$ cat src/rtl/swt_pkg.sv
// Shared types and codes for the swing trend detector.
// Used by swt_csr, swt_history, swt_pattern and swing_trend_detector.
package swt_pkg;

   localparam int HIST_DEPTH  = 5;
   localparam int PRICE_W     = 32;
   localparam int DAY_W       = 32;
   localparam int LOOKBACK_W  = 16;
   localparam int CNT_W       = 3;
   localparam int HELD_POINTS = 5;

   localparam logic [LOOKBACK_W-1:0] LOOKBACK_RESET = 16'd20;

   // swing direction
   localparam logic [1:0] DIR_UNKNOWN = 2'd0;
   localparam logic [1:0] DIR_UP      = 2'd1;
   localparam logic [1:0] DIR_DOWN    = 2'd2;
   localparam logic [1:0] DIR_BAD     = 2'd3;

   // trend kind reported per item
   localparam logic [1:0] TREND_NONE = 2'd0;
   localparam logic [1:0] TREND_UP   = 2'd1;
   localparam logic [1:0] TREND_DOWN = 2'd2;
   localparam logic [1:0] TREND_BAD  = 2'd3;

   // pattern modes
   localparam logic MODE_FIVE  = 1'b0;
   localparam logic MODE_THREE = 1'b1;

   // register index (paddr[2])
   localparam logic REG_LOOKBACK = 1'b0;
   localparam logic REG_MODE     = 1'b1;

   localparam int PADDR_W = 3;

   // swing extrema, oldest first, valid entries packed at the low end
   typedef struct packed {
      logic [HIST_DEPTH-1:0][PRICE_W-1:0] price;
      logic [HIST_DEPTH-1:0][DAY_W-1:0]   day;
      logic [HIST_DEPTH-1:0]              trough;
      logic [HIST_DEPTH-1:0]              valid;
   } hist_type;

   // points of the last detected trend
   typedef struct packed {
      logic [HELD_POINTS-1:0][PRICE_W-1:0] price;
      logic [DAY_W-1:0]                    start_day;
      logic [DAY_W-1:0]                    end_day;
   } held_type;

   // configuration seen by the datapath
   typedef struct packed {
      logic [LOOKBACK_W-1:0] lookback_days;
      logic                  pattern_mode;
   } cfg_type;

endpackage

$ cat src/rtl/swt_csr.sv
// APB-style configuration registers: lookback window and pattern mode.
// Depends on swt_pkg.
module swt_csr
   import swt_pkg::*;
(
   input  logic               clock,
   input  logic               reset,
   input  logic               psel,
   input  logic               penable,
   input  logic               pwrite,
   input  logic [PADDR_W-1:0] paddr,
   input  logic [31:0]        pwdata,
   output logic [31:0]        prdata,
   output logic               pready,
   output cfg_type            cfg
);

   logic [LOOKBACK_W-1:0] lookback_ff;
   logic                  mode_ff;
   logic                  wr_en;

   assign pready = 1'b1;
   assign wr_en  = psel & penable & pwrite;

   always_ff @(posedge clock) begin
      if (reset) begin
         lookback_ff <= LOOKBACK_RESET;
         mode_ff     <= MODE_FIVE;
      end else if (wr_en) begin
         case (paddr[2])
            REG_LOOKBACK: lookback_ff <= pwdata[LOOKBACK_W-1:0];
            REG_MODE:     mode_ff     <= pwdata[0];
            default:      ;
         endcase
      end
   end

   always_comb begin
      case (paddr[2])
         REG_LOOKBACK: prdata = {{(32-LOOKBACK_W){1'b0}}, lookback_ff};
         REG_MODE:     prdata = {31'd0, mode_ff};
         default:      prdata = 32'd0;
      endcase
   end

   assign cfg.lookback_days = lookback_ff;
   assign cfg.pattern_mode  = mode_ff;

endmodule

$ cat src/rtl/swt_history.sv
// Swing tracking state: previous close, day counter, direction and the
// extrema history with its window aging. Depends on swt_pkg.
module swt_history
   import swt_pkg::*;
(
   input  logic                  clock,
   input  logic                  reset,
   input  logic                  step,
   input  logic [PRICE_W-1:0]    close_price,
   input  logic [LOOKBACK_W-1:0] lookback_days,
   output hist_type              hist_next
);

   logic [PRICE_W-1:0] prev_ff, prev_in;
   logic [DAY_W-1:0]   day_ff, day_in;
   logic [1:0]         dir_ff, dir_in;
   hist_type           hist_ff;

   logic               rise, fall, rec, rec_trough;
   logic [CNT_W-1:0]   cnt, drop;
   logic               full, still;
   logic [DAY_W-1:0]   yday;
   hist_type           rec_h;
   logic [HIST_DEPTH-1:0] expired;

   always_comb begin
      rise       = close_price > prev_ff;
      fall       = close_price < prev_ff;
      rec        = 1'b0;
      rec_trough = 1'b0;
      dir_in     = dir_ff;
      if (day_ff != '0) begin
         case (dir_ff)
            DIR_UNKNOWN: begin
               if (rise) begin
                  rec = 1'b1; rec_trough = 1'b1; dir_in = DIR_UP;
               end else if (fall) begin
                  rec = 1'b1; dir_in = DIR_DOWN;
               end
            end
            DIR_UP: begin
               if (fall) begin
                  rec = 1'b1; dir_in = DIR_DOWN;
               end
            end
            DIR_DOWN: begin
               if (rise) begin
                  rec = 1'b1; rec_trough = 1'b1; dir_in = DIR_UP;
               end
            end
            default: ;
         endcase
      end
   end

   // record yesterday as an extremum; a full history pushes out the oldest
   always_comb begin
      cnt = '0;
      for (int j = 0; j < HIST_DEPTH; j++) begin
         cnt = cnt + CNT_W'(hist_ff.valid[j]);
      end
      full  = (cnt == CNT_W'(HIST_DEPTH));
      yday  = day_ff - DAY_W'(1);
      rec_h = hist_ff;
      if (rec) begin
         if (full) begin
            for (int j = 0; j < HIST_DEPTH - 1; j++) begin
               rec_h.price[j]  = hist_ff.price[j+1];
               rec_h.day[j]    = hist_ff.day[j+1];
               rec_h.trough[j] = hist_ff.trough[j+1];
            end
            rec_h.price[HIST_DEPTH-1]  = prev_ff;
            rec_h.day[HIST_DEPTH-1]    = yday;
            rec_h.trough[HIST_DEPTH-1] = rec_trough;
         end else begin
            for (int j = 0; j < HIST_DEPTH; j++) begin
               if (cnt == CNT_W'(j)) begin
                  rec_h.price[j]  = prev_ff;
                  rec_h.day[j]    = yday;
                  rec_h.trough[j] = rec_trough;
                  rec_h.valid[j]  = 1'b1;
               end
            end
         end
      end
   end

   // age out the leading extrema that fell outside the window
   always_comb begin
      for (int j = 0; j < HIST_DEPTH; j++) begin
         expired[j] = rec_h.valid[j] &&
                      ((day_ff - rec_h.day[j]) >= {{(DAY_W-LOOKBACK_W){1'b0}}, lookback_days});
      end
      drop  = '0;
      still = 1'b1;
      for (int j = 0; j < HIST_DEPTH; j++) begin
         still = still & expired[j];
         drop  = drop + CNT_W'(still);
      end
      hist_next       = rec_h;
      hist_next.valid = '0;
      for (int s = 0; s < HIST_DEPTH; s++) begin
         for (int j = 0; j <= s; j++) begin
            if (drop == CNT_W'(s - j)) begin
               hist_next.price[j]  = rec_h.price[s];
               hist_next.day[j]    = rec_h.day[s];
               hist_next.trough[j] = rec_h.trough[s];
               hist_next.valid[j]  = rec_h.valid[s];
            end
         end
      end
   end

   assign prev_in = close_price;
   assign day_in  = day_ff + DAY_W'(1);

   always_ff @(posedge clock) begin
      if (reset) begin
         prev_ff <= '0;
         day_ff  <= '0;
         dir_ff  <= DIR_UNKNOWN;
         hist_ff <= '0;
      end else if (step) begin
         prev_ff <= prev_in;
         day_ff  <= day_in;
         dir_ff  <= dir_in;
         hist_ff <= hist_next;
      end
   end

`ifndef ASSERT_OFF
   a_valid_packed: assert property (@(posedge clock) disable iff (reset)
      (hist_ff.valid & (hist_ff.valid + HIST_DEPTH'(1))) == '0)
      else $error("extrema history is not packed oldest first");

   a_dir_code: assert property (@(posedge clock) disable iff (reset)
      dir_ff != DIR_BAD)
      else $error("swing direction holds the unused code");

   a_day_step: assert property (@(posedge clock) disable iff (reset)
      step |=> day_ff == $past(day_ff) + DAY_W'(1))
      else $error("day counter did not advance on a transfer");
`endif

endmodule

$ cat src/rtl/swt_pattern.sv
// Trend pattern match over the newest extrema, five-point or three-point
// with breakout, and the next held trend points. Depends on swt_pkg.
module swt_pattern
   import swt_pkg::*;
(
   input  hist_type           hist,
   input  logic [PRICE_W-1:0] close_price,
   input  logic               pattern_mode,
   input  held_type           held,
   output logic [1:0]         trend_kind,
   output held_type           held_next
);

   logic [CNT_W-1:0]   cnt, base;
   logic [2:0][PRICE_W-1:0] p3;
   logic [2:0][DAY_W-1:0]   d3;
   logic [2:0]              t3;
   logic               up5, dn5, up3, dn3;
   held_type           found5, found3;

   always_comb begin
      cnt = '0;
      for (int j = 0; j < HIST_DEPTH; j++) begin
         cnt = cnt + CNT_W'(hist.valid[j]);
      end
      base = cnt - CNT_W'(3);
      p3 = '0;
      d3 = '0;
      t3 = '0;
      // pick the newest three extrema
      for (int s = 0; s < HIST_DEPTH; s++) begin
         for (int c = 0; c < 3; c++) begin
            if (CNT_W'(s) == base + CNT_W'(c)) begin
               p3[c] = hist.price[s];
               d3[c] = hist.day[s];
               t3[c] = hist.trough[s];
            end
         end
      end
   end

   always_comb begin
      up5 = (cnt >= CNT_W'(5)) &&
            hist.trough[0] && !hist.trough[1] && hist.trough[2] &&
            !hist.trough[3] && hist.trough[4] &&
            (hist.price[4] > hist.price[2]) && (hist.price[2] > hist.price[0]) &&
            (hist.price[3] > hist.price[1]);
      dn5 = (cnt >= CNT_W'(5)) &&
            !hist.trough[0] && hist.trough[1] && !hist.trough[2] &&
            hist.trough[3] && !hist.trough[4] &&
            (hist.price[4] < hist.price[2]) && (hist.price[2] < hist.price[0]) &&
            (hist.price[3] < hist.price[1]);
      up3 = (cnt >= CNT_W'(3)) && t3[0] && !t3[1] && t3[2] &&
            (p3[2] > p3[0]) && (close_price > p3[1]);
      dn3 = (cnt >= CNT_W'(3)) && !t3[0] && t3[1] && !t3[2] &&
            (p3[2] < p3[0]) && (close_price < p3[1]);

      for (int j = 0; j < HELD_POINTS; j++) begin
         found5.price[j] = hist.price[j];
      end
      found5.start_day = hist.day[0];
      found5.end_day   = hist.day[4];

      found3.price = '0;
      for (int c = 0; c < 3; c++) begin
         found3.price[c] = p3[c];
      end
      found3.start_day = d3[0];
      found3.end_day   = d3[2];

      trend_kind = TREND_NONE;
      held_next  = held;
      case (pattern_mode)
         MODE_FIVE: begin
            if (up5) begin
               trend_kind = TREND_UP;   held_next = found5;
            end else if (dn5) begin
               trend_kind = TREND_DOWN; held_next = found5;
            end
         end
         MODE_THREE: begin
            if (up3) begin
               trend_kind = TREND_UP;   held_next = found3;
            end else if (dn3) begin
               trend_kind = TREND_DOWN; held_next = found3;
            end
         end
         default: ;
      endcase
   end

endmodule

$ cat src/rtl/swing_trend_detector.sv
// Swing trend detector top level: input register, history update and
// pattern match in one pass, result register that also holds the trend.
// Path: an accepted item waits in the input register and moves into the result
// register, raising rsp_valid, once that register is free or draining.
// Throughput: one item per cycle unless rsp_ready stalls; the step is set by the
// single-pass history shift, window aging and pattern compare between the two registers.
// Reset (synchronous): history and held points cleared, lookback 20, mode 0.
module swing_trend_detector
   import swt_pkg::*;
(
   input  logic               clock,
   input  logic               reset,
   input  logic               req_valid,
   output logic               req_ready,
   input  logic [PRICE_W-1:0] req_close_price,
   output logic               rsp_valid,
   input  logic               rsp_ready,
   output logic [1:0]         rsp_trend_kind,
   output logic [PRICE_W-1:0] rsp_point_one_price,
   output logic [PRICE_W-1:0] rsp_point_two_price,
   output logic [PRICE_W-1:0] rsp_point_three_price,
   output logic [PRICE_W-1:0] rsp_point_four_price,
   output logic [PRICE_W-1:0] rsp_point_five_price,
   output logic [DAY_W-1:0]   rsp_start_day,
   output logic [DAY_W-1:0]   rsp_end_day,
   input  logic               psel,
   input  logic               penable,
   input  logic               pwrite,
   input  logic [PADDR_W-1:0] paddr,
   input  logic [31:0]        pwdata,
   output logic [31:0]        prdata,
   output logic               pready
);

   cfg_type            cfg;
   logic               in_valid_ff, in_valid_in;
   logic [PRICE_W-1:0] close_ff;
   logic               advance;
   logic               rsp_valid_ff, rsp_valid_in;
   logic [1:0]         kind_ff, kind_in;
   held_type           held_ff, held_in;
   hist_type           hist_next;

   swt_csr u_csr (
      .clock   (clock),
      .reset   (reset),
      .psel    (psel),
      .penable (penable),
      .pwrite  (pwrite),
      .paddr   (paddr),
      .pwdata  (pwdata),
      .prdata  (prdata),
      .pready  (pready),
      .cfg     (cfg)
   );

   // move the held item on when the result register is free or draining
   assign advance     = in_valid_ff & (~rsp_valid_ff | rsp_ready);
   assign req_ready   = ~in_valid_ff | advance;
   assign in_valid_in = (req_valid & req_ready) | (in_valid_ff & ~advance);

   always_ff @(posedge clock) begin
      if (reset) begin
         in_valid_ff <= 1'b0;
      end else begin
         in_valid_ff <= in_valid_in;
      end
   end

   always_ff @(posedge clock) begin
      if (req_valid & req_ready) begin
         close_ff <= req_close_price;
      end
   end

   swt_history u_history (
      .clock         (clock),
      .reset         (reset),
      .step          (advance),
      .close_price   (close_ff),
      .lookback_days (cfg.lookback_days),
      .hist_next     (hist_next)
   );

   swt_pattern u_pattern (
      .hist         (hist_next),
      .close_price  (close_ff),
      .pattern_mode (cfg.pattern_mode),
      .held         (held_ff),
      .trend_kind   (kind_in),
      .held_next    (held_in)
   );

   assign rsp_valid_in = advance | (rsp_valid_ff & ~rsp_ready);

   always_ff @(posedge clock) begin
      if (reset) begin
         rsp_valid_ff <= 1'b0;
         kind_ff      <= TREND_NONE;
         held_ff      <= '0;
      end else begin
         rsp_valid_ff <= rsp_valid_in;
         if (advance) begin
            kind_ff <= kind_in;
            held_ff <= held_in;
         end
      end
   end

   assign rsp_valid             = rsp_valid_ff;
   assign rsp_trend_kind        = kind_ff;
   assign rsp_point_one_price   = held_ff.price[0];
   assign rsp_point_two_price   = held_ff.price[1];
   assign rsp_point_three_price = held_ff.price[2];
   assign rsp_point_four_price  = held_ff.price[3];
   assign rsp_point_five_price  = held_ff.price[4];
   assign rsp_start_day         = held_ff.start_day;
   assign rsp_end_day           = held_ff.end_day;

`ifndef ASSERT_OFF
   a_kind_code: assert property (@(posedge clock) disable iff (reset)
      rsp_valid_ff |-> kind_ff != TREND_BAD)
      else $error("trend kind holds the unused code");

   a_held_on_none: assert property (@(posedge clock) disable iff (reset)
      advance && kind_in == TREND_NONE |=> $stable(held_ff))
      else $error("held trend points changed on a day without a trend");

   a_stage_hold: assert property (@(posedge clock) disable iff (reset)
      in_valid_ff && !advance |=> in_valid_ff && $stable(close_ff))
      else $error("input stage lost a stalled item");

   a_three_point_zero: assert property (@(posedge clock) disable iff (reset)
      advance && kind_in != TREND_NONE && cfg.pattern_mode == MODE_THREE
      |=> held_ff.price[3] == '0 && held_ff.price[4] == '0)
      else $error("three-point trend left stale fourth or fifth point");
`endif

endmodule
$ cat config.mk
export PLATFORM = sky130hd
export DESIGN_NAME = swing_trend_detector
export DESIGN_NICKNAME = d
export VERILOG_FILES = /design/src/rtl/swt_pkg.sv /design/src/rtl/swt_csr.sv /design/src/rtl/swt_history.sv /design/src/rtl/swt_pattern.sv /design/src/rtl/swing_trend_detector.sv
export SDC_FILE = /design/constraint.sdc
export NUM_CORES = 2
export LEC_CHECK = 0
export BUFFER_PORTS_ARGS = -buffer_cell sky130_fd_sc_hd__buf_2
export CAP_MARGIN = 20
export CORE_ASPECT_RATIO = 1.25
export CORE_UTILIZATION = 35
export CTS_BUF_LIST = sky130_fd_sc_hd__clkbuf_8
export DETAILED_ROUTE_END_ITERATION = 8
export GPL_TIMING_DRIVEN = 0
export PLACE_DENSITY = 0.49
export SLEW_MARGIN = 20
export SYNTH_ARGS = -nofsm -noshare
export SYNTH_HDL_FRONTEND = slang
export SYNTH_HIERARCHICAL = 1
export SYNTH_SLANG_ARGS = --single-unit
$ cat constraint.sdc
create_clock -name clock -period 22.3 [get_ports clock]
set_clock_uncertainty 0.1 [all_clocks]
set_input_delay 3.345 -clock clock [delete_from_list [all_inputs] [get_ports clock]]
set_output_delay 3.345 -clock clock [all_outputs]
set_load 0.01 [all_outputs]
==> impl_metrics.json <==
{
  "power.share.sequential_pct": 23.8,
  "largest_reg_flops": 330,
  "htreeDepth": 4,
  "syn2layout_area_growth_pct": 14.56,
  "synth.distinct_cells": 109,
  "synthCells": 9189,
  "grt_pass1_wl_um": 696500,
  "clk_latency_ps": 1000,
  "synth_compound_area_share_pct": 28.82,
  "rr_startpoint": "u_history/prev_ff[7]$_SDFFE_PP0P_",
  "p_sw_w": 0.002824,
  "setup_slack_ps": -416.8,
  "cpMostUsedCell": "ha_1",
  "synth_area_um2": 66580,
  "grt_use_total_pct": 52.90,
  "synth_top_flop_cell": "dfxtp_1",
  "critPathLaunch": "u_history/prev_ff[7]$_SDFFE_PP0P_",
  "sw_frac_of_total_pct": 50.96,
  "first_pass_iters": 9,
  "synth_xor_area_share_pct": 2.146,
  "crit_path_end_kind": "register",
  "drv_slew": 0,
  "cts_tree": "yes",
  "setup_viol": 220,
  "clock_sinks": 673,
  "die-area_um2": 192000,
  "row_count": 178,
  "route.vias.total": 85942,
  "relSlewSlack_pct": 6.312,
  "tightest_slew_ps": 1400,
  "post_drt_via_cell_ratio": 6.940,
  "ant_nets": 0,
  "drt_wl_total_um": 522900,
  "seq_area_frac_synth_pct": 20.72,
  "status": "finished, violations left",
  "yosys_warnings": 6,
  "core_um2": 188600,
  "required_ps": 23050,
  "clock.fmax_mhz": 44.02,
  "slowest_delay_ps": 1010,
  "synthMuxAreaShare_pct": 6.566,
  "grt_max_degree": 20,
  "crit_fanout": 10,
  "violations": "DRC, setup timing",
  "first_global_vias": 79968,
  "start_kind": "register",
  "synth_edf_count": 32,
  "crit_buf_inv": 16,
  "ir_worst_vdd_uv": 69.53,
  "cp.arrival_ps": 23470,
  "grt_remaining_overflow": 0,
  "start_util_pct": 35.29,
  "max_cap_viol_count": 0,
  "leakagePower_nw": 31.39,
  "whs_ps": 383.6,
  "numPortBuffers": 299,
  "power.density_nw_per_um2": 72.66,
  "syn_avg_cell_area_um2": 7.245,
  "numCtsBuffers": 139,
  "antenna_found_initial": 52,
  "gp_congestion": 1.091,
  "place_inst": 12079,
  "fin_nets": 10219,
  "hp-class": "reg -> reg",
  "p_int_w": 0.002717,
  "slowest_stage": "clkbuf_1",
  "clkTransAtPathRegs_ps": 80,
  "die_h_um": 489.6,
  "regMostFlops": "u_history/hist_ff",
  "synthTopCellsByArea": "dfxtp_1 19%, ha_1 7.9%, nor2_1 6.8%, mux2i_1 6.1%, a21oi_1 5.6%",
  "clockBufferDepth": 3,
  "yosysTopAreaCellShare_pct": 19.27,
  "synth-seq-cells": 673,
  "period_share_pct": 101.9,
  "fin_tns_setup_ps": -59680,
  "hp-start": "u_history/hist_ff[35]$_SDFFE_PP0P_",
  "pwr-share-clk_pct": 26.9,
  "drt_iter0_drc": 12422,
  "root_buffer": "clkbuf_8",
  "period_minus_slack_ps": 22720,
  "place_ws_ps": -5904,
  "wl_per_cell_um": 42.22,
  "ios": 335,
  "drc": 9,
  "path_delay_family": "compound AO/OA/AOI/OAI gates",
  "ys_async_sr_fraction_pct": 0,
  "combPwrFrac_pct": 49.3,
  "dp_hpwl_um": 409600,
  "crit_type": "reg -> reg",
  "synth_top_family_by_area": "compound AO/OA/AOI/OAI gates",
  "dieWidth_um": 392.1,
  "synth_fa_ha_area_share_pct": 8.463,
  "yosysTopAreaCell": "dfxtp_1",
  "yosys.area_share.simple_pct": 26.27,
  "hold_viol_final": 0,
  "drive_gt1_share_pct": 11.33,
  "stdcell_count": 12384
}
-- final timing paths --
check	to	slack, ps	cells after the start
max	rsp_point_four_price[26]$_SDFFE_PP0P_	-420	65
min	u_history/hist_ff[35]$_SDFFE_PP0P_	380	2
min reg2reg	u_history/hist_ff[35]$_SDFFE_PP0P_	380	2
max reg2reg	rsp_point_four_price[26]$_SDFFE_PP0P_	-420	65
-- repair_timing --
item,4_1_cts,5_1_grt
pin swaps,5,11
endpoints found under the setup margin,226,226
resized for setup,135,113
hold buffers,0,0
setup buffers,11,12
-- cell type report --
class	instances	area [µm²]
Clock inverter	83	634.4
Clock buffer	164	2257
Tap cell	2520	3153
Buffer	776	3615
Timing Repair Buffer	381	2340
Multi-Input combinational cell	7401	49080
Antenna cell	46	115.1
Fill cell	20288	112400
Inverter	340	1276
Sequential cell	673	13790
-- power by group through the flow --
stage / Clock, W / Sequential, W / Combinational (W)
after global placement: 0 / 0.00134 / 0.00238
final: 0.00149 / 0.00132 / 0.00273
after global routing: 0.00154 / 0.00132 / 0.00272
after detailed placement: 0 / 0.00134 / 0.00245
after floorplan: 0 / 0.00131 / 0.00125
after CTS: 0.00149 / 0.00131 / 0.00248
-- worst min-delay path, cell delays in order, from the launching register on --
cell      delay, ps
dfxtp_1         310
nand2_1          60
a211oi_1         60
-- Yosys cell counts (149+ instances only) --
cell type  instances
dfxtp_1          641
ha_1             423
nand2b_1         542
nor2_1          1207
and3_1           161
nand2_1          670
nor3_1           225
a311oi_1         149
a211oi_1         193
a221o_1          204
a21oi_1          739
nand3_1          297
inv_1            332
o21ai_0          291
mux2i_1          403
o22ai_1          198
clkbuf_1         604
-- layout by cell type (no fill, tap or decap), drive strengths merged, types with 161 or more instances in the layout --
cell	count
nor2	1208
o22ai	198
inv	373
a211oi	193
o21ai	306
a21oi	740
and3	161
nand2b	542
ha	423
a221o	204
nand2	670
nor3	227
dfxtp	641
buf	563
mux2i	403
nand3	297
clkbuf	755
-- per-stage QoR --
step                instance area (µm²)  power (W)  utilization, %
floorplan                         66630   0.002556               -
global placement                  71280   0.003714           37.79
detailed placement                72340   0.003792           38.35
CTS                               75710   0.005278           40.13
global route                      76180   0.005576           40.39
finish                            76270   0.005541           40.43
-- cell families (layout without fill, tap and decap cells) --
group | count (synthesis) | after routing
AOI/OAI and AO/OA | 2738 | 2738
xor gates and xnor gates | 161 | 161
adders and majority gates | 447 | 447
buffers and inverters | 1130 | 1744
DFF | 673 | 673
muxes | 433 | 433
other | 2 | 63
and+or+nand+nor | 3605 | 3605
-- per-layer routing --
| layer | global-route usage [%] | share of wire (%) | vias to the layer above |
|---|---|---|---|
| met5 | 0.05051 | 0.016 | - |
| li1 | - | - | 34970 |
| met4 | 58.42 | 14 | 12 |
| met2 | 79.19 | 42 | 6947 |
| met3 | 20.51 | 12 | 2762 |
| met1 | 53.81 | 33 | 41251 |
(Power assumes the default switching activity.)
